File: config.mk
export PLATFORM = sky130hd
export DESIGN_NAME = line_edit_buffer_core
export DESIGN_NICKNAME = d
export VERILOG_FILES = /design/src/hdl/lebuf_pkg.sv /design/src/hdl/lebuf_cell.sv /design/src/hdl/line_edit_buffer_core.sv
export SDC_FILE = /design/constraint.sdc
export NUM_CORES = 2
export LEC_CHECK = 0
export BUFFER_PORTS_ARGS = -buffer_cell sky130_fd_sc_hd__clkbuf_2
export CORE_MARGIN = 10
export CORE_UTILIZATION = 55
export DETAILED_ROUTE_END_ITERATION = 8
export PLACE_DENSITY = 0.71
export SYNTH_ARGS = -nofsm -noshare
export SYNTH_HDL_FRONTEND = slang
export SYNTH_SLANG_ARGS = --single-unit
File: constraint.sdc
create_clock -name i_clk -period 4.6 [get_ports i_clk]
set_input_delay 0.23 -clock i_clk [delete_from_list [all_inputs] [get_ports i_clk]]
set_output_delay 0.23 -clock i_clk [all_outputs]
set_load 0.02 [all_outputs]
File: src/hdl/lebuf_pkg.sv
// Shared types and constants for the line edit buffer.
`default_nettype none
package lebuf_pkg;

    // Key event codes
    localparam logic [2:0] FUNC_HOME  = 3'd0;
    localparam logic [2:0] FUNC_END   = 3'd1;
    localparam logic [2:0] FUNC_LEFT  = 3'd2;
    localparam logic [2:0] FUNC_RIGHT = 3'd3;
    localparam logic [2:0] FUNC_TYPE  = 3'd4;
    localparam logic [2:0] FUNC_ERASE = 3'd5;
    localparam logic [2:0] FUNC_READ  = 3'd6;

    // Printable character range
    localparam logic [7:0] CHAR_LOW  = 8'd32;
    localparam logic [7:0] CHAR_HIGH = 8'd126;

    // Configuration register map (register index taken from paddr[2])
    localparam int         ADDR_W         = 3;
    localparam logic [0:0] REG_MAX_LENGTH = 1'b0;
    localparam logic [7:0] MAX_LEN_RESET  = 8'd100;

    typedef enum logic [1:0] {
        CELL_HOLD,
        CELL_INS,
        CELL_DEL,
        CELL_ROT
    } t_cell_op;

    typedef struct packed {
        t_cell_op   op;
        logic [6:0] key;
    } t_cell_cmd;

endpackage
`default_nettype wire

File: src/hdl/lebuf_cell.sv
// One character cell of the text ring.
`default_nettype none
module lebuf_cell
    import lebuf_pkg::*;
#(
    parameter int CELL_IDX = 0,
    parameter int CW       = 8
) (
    input  wire logic            i_clk,
    input  wire t_cell_cmd       i_cmd,
    input  wire logic [CW-1:0]   i_cursor,
    input  wire logic [6:0]      i_left,
    input  wire logic [6:0]      i_right,
    output logic [6:0]           o_char
);

    localparam logic [CW:0] IDX = (CW+1)'(CELL_IDX);

    logic [CW:0] w_cur;
    logic [6:0]  n_char;
    logic [6:0]  r_char;

    assign w_cur = {1'b0, i_cursor};

    always_comb begin
        n_char = r_char;
        unique case (i_cmd.op)
            CELL_HOLD: n_char = r_char;
            CELL_INS: begin
                // open a gap at the cursor, take the key there
                if (IDX > w_cur) begin
                    n_char = i_left;
                end else if (IDX == w_cur) begin
                    n_char = i_cmd.key;
                end
            end
            CELL_DEL: begin
                // close the gap left by the character before the cursor
                if (IDX + (CW+1)'(1) >= w_cur) begin
                    n_char = i_right;
                end
            end
            CELL_ROT: n_char = i_right;
            default:  n_char = r_char;
        endcase
    end

    always_ff @(posedge i_clk) begin
        r_char <= n_char;
    end

    assign o_char = r_char;

endmodule
`default_nettype wire

File: src/hdl/line_edit_buffer_core.sv
// Top level of the line edit buffer: control, registers and the cell ring.
//
// Each key event is taken on start while busy is low. Home, end, left,
// right, type, erase, an out-of-range read and an unused code give their
// result in the next cycle, and busy stays low, so an event can follow in
// every cycle. Inserts and erases shift the whole ring of cells at once.
// A read within the text turns the ring one full revolution, one cell a
// cycle, and picks the character off cell 0 on the way, with busy high
// until the result appears. The result is a one-cycle pulse on o_valid
// that the receiver cannot hold off.
`default_nettype none
module line_edit_buffer_core
    import lebuf_pkg::*;
#(
    parameter int CAPACITY = 128
) (
    input  wire logic              i_clk,
    input  wire logic              i_rst_n,
    // key events
    input  wire logic              start,
    output logic                   busy,
    input  wire logic [2:0]        i_func,
    input  wire logic [7:0]        i_key,
    input  wire logic [6:0]        i_index,
    // results
    output logic                   o_valid,
    output logic                   o_accepted,
    output logic [6:0]             o_read_char,
    output logic                   o_read_valid,
    output logic [7:0]             o_cursor_pos,
    output logic [7:0]             o_text_length,
    // configuration
    input  wire logic              psel,
    input  wire logic              penable,
    input  wire logic              pwrite,
    input  wire logic [ADDR_W-1:0] paddr,
    input  wire logic [31:0]       pwdata,
    output logic [31:0]            prdata,
    output logic                   pready
);

    localparam int CW = $clog2(CAPACITY + 1);
    localparam int IW = $clog2(CAPACITY);
    localparam int XW = (CW > 8) ? CW : 8;

    typedef enum logic {
        S_IDLE,
        S_READ
    } t_state;

    t_state         r_state, n_state;
    logic [CW-1:0]  r_cursor, n_cursor;
    logic [CW-1:0]  r_length, n_length;
    logic [7:0]     r_max_len, n_max_len;
    logic [IW-1:0]  r_cnt, n_cnt;
    logic [6:0]     r_idx, n_idx;
    logic           r_valid, n_valid;
    logic           r_acc, n_acc;
    logic [6:0]     r_rchar, n_rchar;
    logic           r_rvalid, n_rvalid;

    t_cell_cmd      w_cmd;
    logic [6:0]     w_char [CAPACITY];
    logic [XW-1:0]  w_limit;
    logic           w_key_ok;
    logic           w_room;
    logic           w_idx_ok;
    logic           w_cfg_wr;

    // effective limit is the smaller of max_length and the capacity
    always_comb begin
        if (XW'(r_max_len) > XW'(CAPACITY)) begin
            w_limit = XW'(CAPACITY);
        end else begin
            w_limit = XW'(r_max_len);
        end
    end

    assign w_key_ok = (i_key >= CHAR_LOW) && (i_key <= CHAR_HIGH);
    assign w_room   = XW'(r_length) < w_limit;
    assign w_idx_ok = XW'(i_index) < XW'(r_length);
    assign w_cfg_wr = psel && penable && pwrite && pready
                      && (paddr[2:2] == REG_MAX_LENGTH);

    always_comb begin
        n_state   = r_state;
        n_cursor  = r_cursor;
        n_length  = r_length;
        n_cnt     = r_cnt;
        n_idx     = r_idx;
        n_valid   = 1'b0;
        n_acc     = r_acc;
        n_rchar   = r_rchar;
        n_rvalid  = r_rvalid;
        n_max_len = w_cfg_wr ? pwdata[7:0] : r_max_len;
        w_cmd.op  = CELL_HOLD;
        w_cmd.key = i_key[6:0];

        unique case (r_state)
            S_IDLE: begin
                if (start) begin
                    n_valid  = 1'b1;
                    n_acc    = 1'b1;
                    n_rchar  = '0;
                    n_rvalid = 1'b0;
                    unique case (i_func)
                        FUNC_HOME: n_cursor = '0;
                        FUNC_END:  n_cursor = r_length;
                        FUNC_LEFT: begin
                            if (r_cursor != '0) begin
                                n_cursor = r_cursor - CW'(1);
                            end
                        end
                        FUNC_RIGHT: begin
                            if (r_cursor < r_length) begin
                                n_cursor = r_cursor + CW'(1);
                            end
                        end
                        FUNC_TYPE: begin
                            if (w_key_ok && w_room) begin
                                w_cmd.op = CELL_INS;
                                n_cursor = r_cursor + CW'(1);
                                n_length = r_length + CW'(1);
                            end else begin
                                n_acc = 1'b0;
                            end
                        end
                        FUNC_ERASE: begin
                            if (r_cursor != '0) begin
                                w_cmd.op = CELL_DEL;
                                n_cursor = r_cursor - CW'(1);
                                n_length = r_length - CW'(1);
                            end else begin
                                n_acc = 1'b0;
                            end
                        end
                        FUNC_READ: begin
                            if (w_idx_ok) begin
                                // hold the result until the ring has come round
                                n_valid  = 1'b0;
                                n_rvalid = 1'b1;
                                n_state  = S_READ;
                                n_cnt    = '0;
                                n_idx    = i_index;
                            end
                        end
                        default: ;
                    endcase
                end
            end
            S_READ: begin
                w_cmd.op = CELL_ROT;
                n_cnt    = r_cnt + IW'(1);
                if (XW'(r_cnt) == XW'(r_idx)) begin
                    n_rchar = w_char[0];
                end
                if (r_cnt == IW'(CAPACITY - 1)) begin
                    n_state = S_IDLE;
                    n_valid = 1'b1;
                end
            end
            default: n_state = S_IDLE;
        endcase
    end

    always_ff @(posedge i_clk) begin
        if (!i_rst_n) begin
            r_state   <= S_IDLE;
            r_cursor  <= '0;
            r_length  <= '0;
            r_max_len <= MAX_LEN_RESET;
            r_cnt     <= '0;
            r_valid   <= 1'b0;
        end else begin
            r_state   <= n_state;
            r_cursor  <= n_cursor;
            r_length  <= n_length;
            r_max_len <= n_max_len;
            r_cnt     <= n_cnt;
            r_valid   <= n_valid;
        end
        r_idx    <= n_idx;
        r_acc    <= n_acc;
        r_rchar  <= n_rchar;
        r_rvalid <= n_rvalid;
    end

    // ring of character cells; rotation walks it towards cell 0
    for (genvar g = 0; g < CAPACITY; g++) begin : g_cell
        lebuf_cell #(
            .CELL_IDX (g),
            .CW       (CW)
        ) u_cell (
            .i_clk    (i_clk),
            .i_cmd    (w_cmd),
            .i_cursor (r_cursor),
            .i_left   (w_char[(g + CAPACITY - 1) % CAPACITY]),
            .i_right  (w_char[(g + 1) % CAPACITY]),
            .o_char   (w_char[g])
        );
    end

    assign busy          = (r_state != S_IDLE);
    assign o_valid       = r_valid;
    assign o_accepted    = r_acc;
    assign o_read_char   = r_rchar;
    assign o_read_valid  = r_rvalid;
    assign o_cursor_pos  = 8'(r_cursor);
    assign o_text_length = 8'(r_length);

    assign pready = 1'b1;
    assign prdata = (paddr[2:2] == REG_MAX_LENGTH) ? {24'd0, r_max_len} : 32'd0;

endmodule
`default_nettype wire

; After elaboration in Yosys (flattened, before gate mapping)
; Index checks and enable logic that the tools add are counted.
[word_totals]
ff_bits = 945
input_bits = 59
out_inout_bits = 60
wordCells = 1502
[classes]
addsub = 5
magnitude_cmp = 262
eq_ne = 402
n_mux = 546
bitwise = 3
n_reduce_logical = 146
[op_table]
columns = operator, n
row1 = $mux W7, 389
row2 = $pmux W7 S3, 128
row3 = $eq A7 B8 Y1 const A, 64
row4 = $ge A7 B8 Y1 const A, 64
row5 = $gt A7 B8 Y1 const A, 64
row6 = $reduce_and A3 Y1, 129
row7 = $ne A3 B1 Y1 const B, 128
row8 = $ne A2 B1 Y1 const B, 131
row9 = $eq A6 B8 Y1 const A, 32
row10 = $ge A6 B8 Y1 const A, 32
row11 = $gt A6 B8 Y1 const A, 32
row12 = $eq A5 B8 Y1 const A, 16
row13 = $ge A5 B8 Y1 const A, 16
row14 = $gt A5 B8 Y1 const A, 16
row15 = $eq A4 B8 Y1 const A, 8
row16 = $ge A4 B8 Y1 const A, 8
row17 = $gt A4 B8 Y1 const A, 8
row18 = $mux W8, 7
row19 = $pmux W8 S5, 1
row20 = $eq A3 B8 Y1 const A, 4
row21 = $ge A3 B8 Y1 const A, 4
row22 = $gt A3 B8 Y1 const A, 4
row23 = $pmux W7 S2, 2
row24 = $add A8 B1 Y8 const B, 2
row25 = 40 further kinds, 75

; Logic depth before layout (Yosys ltp)
[logic_depth]
depth_word = 11
mapped_depth = 16
mapped_depth_nobuf = 10

; Worst setup path before layout
; Ideal clock, no wire load.
[synth_path]
kind = reg2reg
startpoint = register r_cursor[1], in the netlist o_cursor_pos[1]
endpoint = register g_cell[5].u_cell.r_char[0], enable pin
setup_ps = 383
t_arrival_ps = 3269
required_time_ps = 4217
slack_ps = 948
stages_incl_launch_ff = 16
n_path_buf = 8
period_less_slack_ps = 3652
cell_sequence = dfxtp_1 -> clkbuf_1 -> clkbuf_1 -> inv_1 -> ha_1 -> or3b_1 -> buf_2 -> o211a_1 -> or2_1 -> buf_2 -> buf_6 -> buf_6 -> buf_6 -> buf_2 -> a21oi_1 -> a211oi_1
[synth_via]
elab_chain_cells = 8
elab_cells_between_ends = 15
cone_classes = 2 x order compare / 5 x eq/ne / 4 x mux / 1 x bitwise / 3 x reduce/logical
[synth_lines]
columns = item, line
row1 = from (decl), line_edit_buffer_core.sv:52  ; logic [CW-1:0] r_cursor, n_cursor;
row2 = from (signal assigned), line_edit_buffer_core.sv:176  ; r_cursor <= n_cursor;
row3 = $reduce_bool A8 Y1, line_edit_buffer_core.sv:129  ; if (r_cursor != '0) begin
row4 = $mux W2, line_edit_buffer_core.sv:129
row5 = $pmux W2 S2, line_edit_buffer_core.sv:106  ; unique case (i_func)
row6 = $mux W2, line_edit_buffer_core.sv:101  ; if (start) begin
row7 = $pmux W2 S2, line_edit_buffer_core.sv:99  ; unique case (r_state)
row8 = $eq A2 B1 Y1 (tied with other cells), lebuf_cell.sv:27  ; unique case (i_cmd.op)
row9 = $ne A3 B1 Y1 (no line) (tied with other cells), n/a
row10 = $reduce_and A3 Y1 (no line) (*), n/a
row11 = to (signal assigned), lebuf_cell.sv:49  ; r_char <= n_char;
row12 = to (decl), lebuf_cell.sv:21  ; logic [6:0] r_char;
; Mark *: on every way between the ends. The rest lies on a longest branch, timed or not.
; A chain may end at the register's enable or synchronous reset.

; Final worst setup path
[layout_path]
startpoint = register r_max_len[7]
endpoint = register g_cell[103].u_cell.r_char[5], enable pin
[layout_via]
elab_chain_cells = 11
elab_cells_between_ends = 15
cone_classes = 2 x order compare / 4 x eq/ne / 5 x mux / 1 x bitwise / 3 x reduce/logical
[layout_lines]
columns = item, line
row1 = from (decl), line_edit_buffer_core.sv:54  ; logic [7:0] r_max_len, n_max_len;
row2 = from (signal assigned), line_edit_buffer_core.sv:178  ; r_max_len <= n_max_len;
row3 = $gt A8 B8 Y1, line_edit_buffer_core.sv:72  ; if (XW'(r_max_len) > XW'(CAPACITY)) begin
row4 = $mux W8 (*), line_edit_buffer_core.sv:72
row5 = $lt A8 B8 Y1 (*), line_edit_buffer_core.sv:80  ; assign w_room = XW'(r_length) < w_limit;
row6 = $logic_and A1 B1 Y1 (*), line_edit_buffer_core.sv:120  ; if (w_key_ok && w_room) begin
row7 = $mux W1 (*), line_edit_buffer_core.sv:120
row8 = $pmux W2 S2 (*), line_edit_buffer_core.sv:106
row9 = $mux W2 (*), line_edit_buffer_core.sv:101
row10 = $pmux W2 S2 (*), line_edit_buffer_core.sv:99
row11 = $eq A2 B1 Y1 (tied with other cells), lebuf_cell.sv:27
row12 = $ne A3 B1 Y1 (no line) (tied with other cells), n/a
row13 = $reduce_and A3 Y1 (no line) (*), n/a
row14 = to (signal assigned), lebuf_cell.sv:49
row15 = to (decl), lebuf_cell.sv:21
; Marked as above.

==> flow_metrics.env <==
export IMPL_finalSetupTns_ns=0
export IMPL_status="completed"
export IMPL_layout_drive_gt1_share_pct=9.565
export IMPL_avgRoutedWirePerCell_um=23.79
export IMPL_holdCritPathClass="in2reg"
export IMPL_ys_seq_elements=945
export IMPL_p_per_area_mw_per_mm2=387.8
export IMPL_grt_max_degree=183
export IMPL_path_delay_family="compound AO/OA/AOI/OAI gates"
export IMPL_hold_viol_final=0
export IMPL_clock_root_buffer="clkbuf_16"
export IMPL_grt_ovfl_total=0
export IMPL_totalWireLength_um=153800
export IMPL_cp_required_ns=4.88
export IMPL_synthFlopType="edfxtp_1"
export IMPL_cp_arrival_ns=4.18
export IMPL_final_area_mm2=0.05793
export IMPL_finalCriticalPeriod_ns=3.903
export IMPL_rsz0062_at_grt="no"
export IMPL_antenna_found_initial=2
export IMPL_start_util_pct=55.34
export IMPL_yosys_warnings=0
export IMPL_setup_viol=0
export IMPL_maxSlewHeadroom_pct=19.05
export IMPL_ys_seq_area_share_pct=53.42
export IMPL_crit_type="reg2reg"
export IMPL_leakage_nw=20.78
export IMPL_detail_route_antenna_nets=0
export IMPL_cts_tree="done"
export IMPL_slowest_stage="a21oi_1"
export IMPL_worstPathMaxFanout=58
export IMPL_numPortBuffers=67
export IMPL_maxCapViolations=0
export IMPL_grt_usage_pct=27.61
export IMPL_cpPeakStageDelay_ns=0.72
export IMPL_nNetsFinal=5200
export IMPL_critPathCaptureType="flop"
export IMPL_tightest_slew_ns=1.204
export IMPL_cts_htree_levels=3
export IMPL_ir_drop_v=0.0002770
export IMPL_cts_reportedPaths_clkPinSlew_ns=0.06
export IMPL_ys_types=81
export IMPL_cts_sinks=945
export IMPL_crit_top_cell="a21oi_1"
export IMPL_vias=40700
export IMPL_ios=119
export IMPL_fp_dieW_um=329.0
export IMPL_areaGrowthSynthToFinish_pct=10.35
export IMPL_netlist_instances=5154
export IMPL_viasPerCell=6.299
export IMPL_nFillCells=7809
export IMPL_drtPass1Iterations=7
export IMPL_fin_util_pct=61.07
export IMPL_grt_pass1_wl_um=236000
export IMPL_finalMaxSlewViolations=0
export IMPL_cts_inserted_buffers=103
export IMPL_clock_skew_final_ns=0.03450
export IMPL_power_total_mw=22.47
export IMPL_clk_path_buf_depth=3
export IMPL_grt_pass1_vias=39980
export IMPL_place_inst=6254
export IMPL_dp_hpwl_um=105200
export IMPL_crit_path_start_kind="flop"
export IMPL_std_cell_rows=113
export IMPL_place_congestion=0.9727
export IMPL_drtIter0Drc=5051
export IMPL_crit_buf_inv=3
export IMPL_post_route_drc_count=0
export IMPL_fin_cells=6462
export IMPL_fmax_mhz=256.2
export IMPL_core_mm2=0.09487
export IMPL_crit_chain="clkinv_1 > nand2_1 > ha_1 > a21oi_1 > a21boi_0 > a211oi_1 > buf_4 > and3_4 > buf_12 > a21oi_1 > a21oi_1"
export IMPL_period_share_pct=84.84
export IMPL_syn_avg_cell_area_um2=10.19
export IMPL_insertion_delay_ns=0.70
export IMPL_design_die_area_mm2=0.1082
export IMPL_async_flop_share_pct=0
export IMPL_die_y_um=329.0
export IMPL_syn_cell_area_mm2=0.05250
export IMPL_placed_area_mm2=0.05437
export IMPL_synth_enable_flop_cells=912
-- synth_stat cells (5+ instances only) --
| library cell | n | area [um2] |
|---|---|---|
| o21ai_0 | 430 | 2152 |
| inv_1 | 26 | 97.59 |
| a22oi_1 | 8 | 60.06 |
| o211ai_1 | 5 | 37.54 |
| edfxtp_1 | 912 | 27390 |
| o22ai_1 | 24 | 150.1 |
| and2_1 | 12 | 75.07 |
| a31oi_1 | 82 | 513.0 |
| a211oi_1 | 8 | 60.06 |
| nor3_1 | 40 | 200.2 |
| buf_2 | 131 | 655.6 |
| and3_1 | 9 | 56.30 |
| a21oi_1 | 181 | 905.9 |
| a21o_1 | 17 | 127.6 |
| clkbuf_1 | 296 | 1111 |
| o21a_1 | 25 | 187.7 |
| o21ai_2 | 11 | 96.34 |
| buf_6 | 8 | 90.09 |
| nand4_1 | 7 | 43.79 |
| a21boi_0 | 12 | 90.09 |
| or3_1 | 7 | 43.79 |
| or2_2 | 7 | 43.79 |
| o21ai_1 | 522 | 2613 |
| o31ai_1 | 11 | 82.58 |
| nor2_1 | 153 | 574.3 |
| a21oi_2 | 8 | 70.07 |
| nand3_1 | 30 | 150.1 |
| mux2i_1 | 831 | 8318 |
| dfxtp_1 | 33 | 660.6 |
| xnor2_1 | 13 | 113.9 |
| buf_1 | 20 | 75.07 |
| ha_1 | 31 | 387.9 |
| nor3b_1 | 6 | 45.04 |
| a221oi_1 | 7 | 61.31 |
| nor2b_1 | 17 | 106.4 |
| nand2_1 | 1103 | 4140 |
| nand2b_1 | 16 | 100.1 |
| buf_4 | 26 | 195.2 |
-- stage by stage --
step / hold WS, ns / worst slack, ns
final: 0.05088 / 0.6975
after floorplan: 0.3289 / 0.9480
after global routing: 0.06203 / 0.5151
after global placement: 0.4198 / 0.7869
after CTS: 0.02150 / 0.7256
after detailed placement: 0.4295 / 0.7612
-- cells in the final DEF (no fill, tap or decap), types with 26 or more instances in the layout --
cell / count
a21oi_1: 181
nor2_1: 150
clkbuf_16: 106
dfxtp_1: 28
edfxtp_1: 912
nor3_1: 38
inv_1: 26
o21ai_1: 526
a31oi_1: 82
buf_4: 210
nand2_1: 1103
o21ai_0: 425
clkinv_1: 27
clkbuf_2: 60
mux2i_1: 831
nand3_1: 29
ha_1: 31
-- final cells by class --
type / count / area, um2 / share of cell area [%]
Tap cell: 1265 / 1583 / 2.732
Clock inverter: 65 / 649.4 / 1.121
Sequential cell: 945 / 28050 / 48.42
Multi-Input combinational cell: 3723 / 22350 / 38.58
Clock buffer: 127 / 2761 / 4.767
Inverter: 28 / 105.1 / 0.1814
Antenna cell: 1 / 2.502 / 0.004319
Timing Repair Buffer: 308 / 2426 / 4.188
-- tightest hold or removal path: stages --
cell and delay, ns:
clkbuf_2 0.19, o21ai_0 0.11, nand2_1 0.08
-- what timing repair did --
action | in CTS | in global routing
hold buffers | 15 | 0
setup buffers | 0 | 0
resized for setup | 0 | 0
endpoints found under the hold margin | 15 | 0
-- state kept, by name (all words and copies together) (netlist names) --
register	count
busy	1
o_text_length	8
o_cursor_pos	8
o_accepted	1
o_read_char	7
o_read_valid	1
r_max_len	8
o_valid	1
r_idx	7
r_cnt	7
g_cell.u_cell.o_char	896
-- path summary, 6_finish.rpt --
check / from / endpoint / slack (ns) / cells past startpoint
worst max-delay path: r_max_len[7] / g_cell[103].u_cell.o_char[5] / 0.70 / 11
worst min register to register: r_max_len[6] / r_max_len[6] / 0.48 / 2
worst min-delay path: i_func[0] / o_accepted / 0.05 / 3
worst max register to register: r_max_len[7] / g_cell[103].u_cell.o_char[5] / 0.70 / 11
-- per-layer routing --
| metal | vias up | wire length, um | global-route usage [%] |
|---|---|---|---|
| met5 | - | 10 | 0 |
| met3 | 390 | 13760 | 5.024 |
| met4 | 2 | 6292 | 10.43 |
| met2 | 1981 | 70490 | 43.97 |
| met1 | 19750 | 63210 | 37.43 |
| li1 | 18580 | - | - |
-- power breakdown --
group	switching [mW]	internal, mW	leakage (nW)	total, mW
sequential	0.225	10.1	8.57	10.3
combinational	2.33	1.28	10.5	3.62
clock	3.54	4.97	1.67	8.52
total	6.10	16.4	20.8	22.5
-- cells by family (layout without fill, tap and decap cells) --
logic type,Yosys count,count (layout),share of synthesized area [%]
AOI/OAI and AO/OA,1395,1395,14.52
xor gates and xnor gates,13,13,0.2169
adders and majority gates,32,32,0.7770
buffers and inverters,509,528,4.252
DFF,945,945,53.42
muxes,832,832,15.87
other,2,26,0.01431
and+or+nand+nor,1426,1426,10.93
No activity file was read; power rests on OpenSTA's default activity.
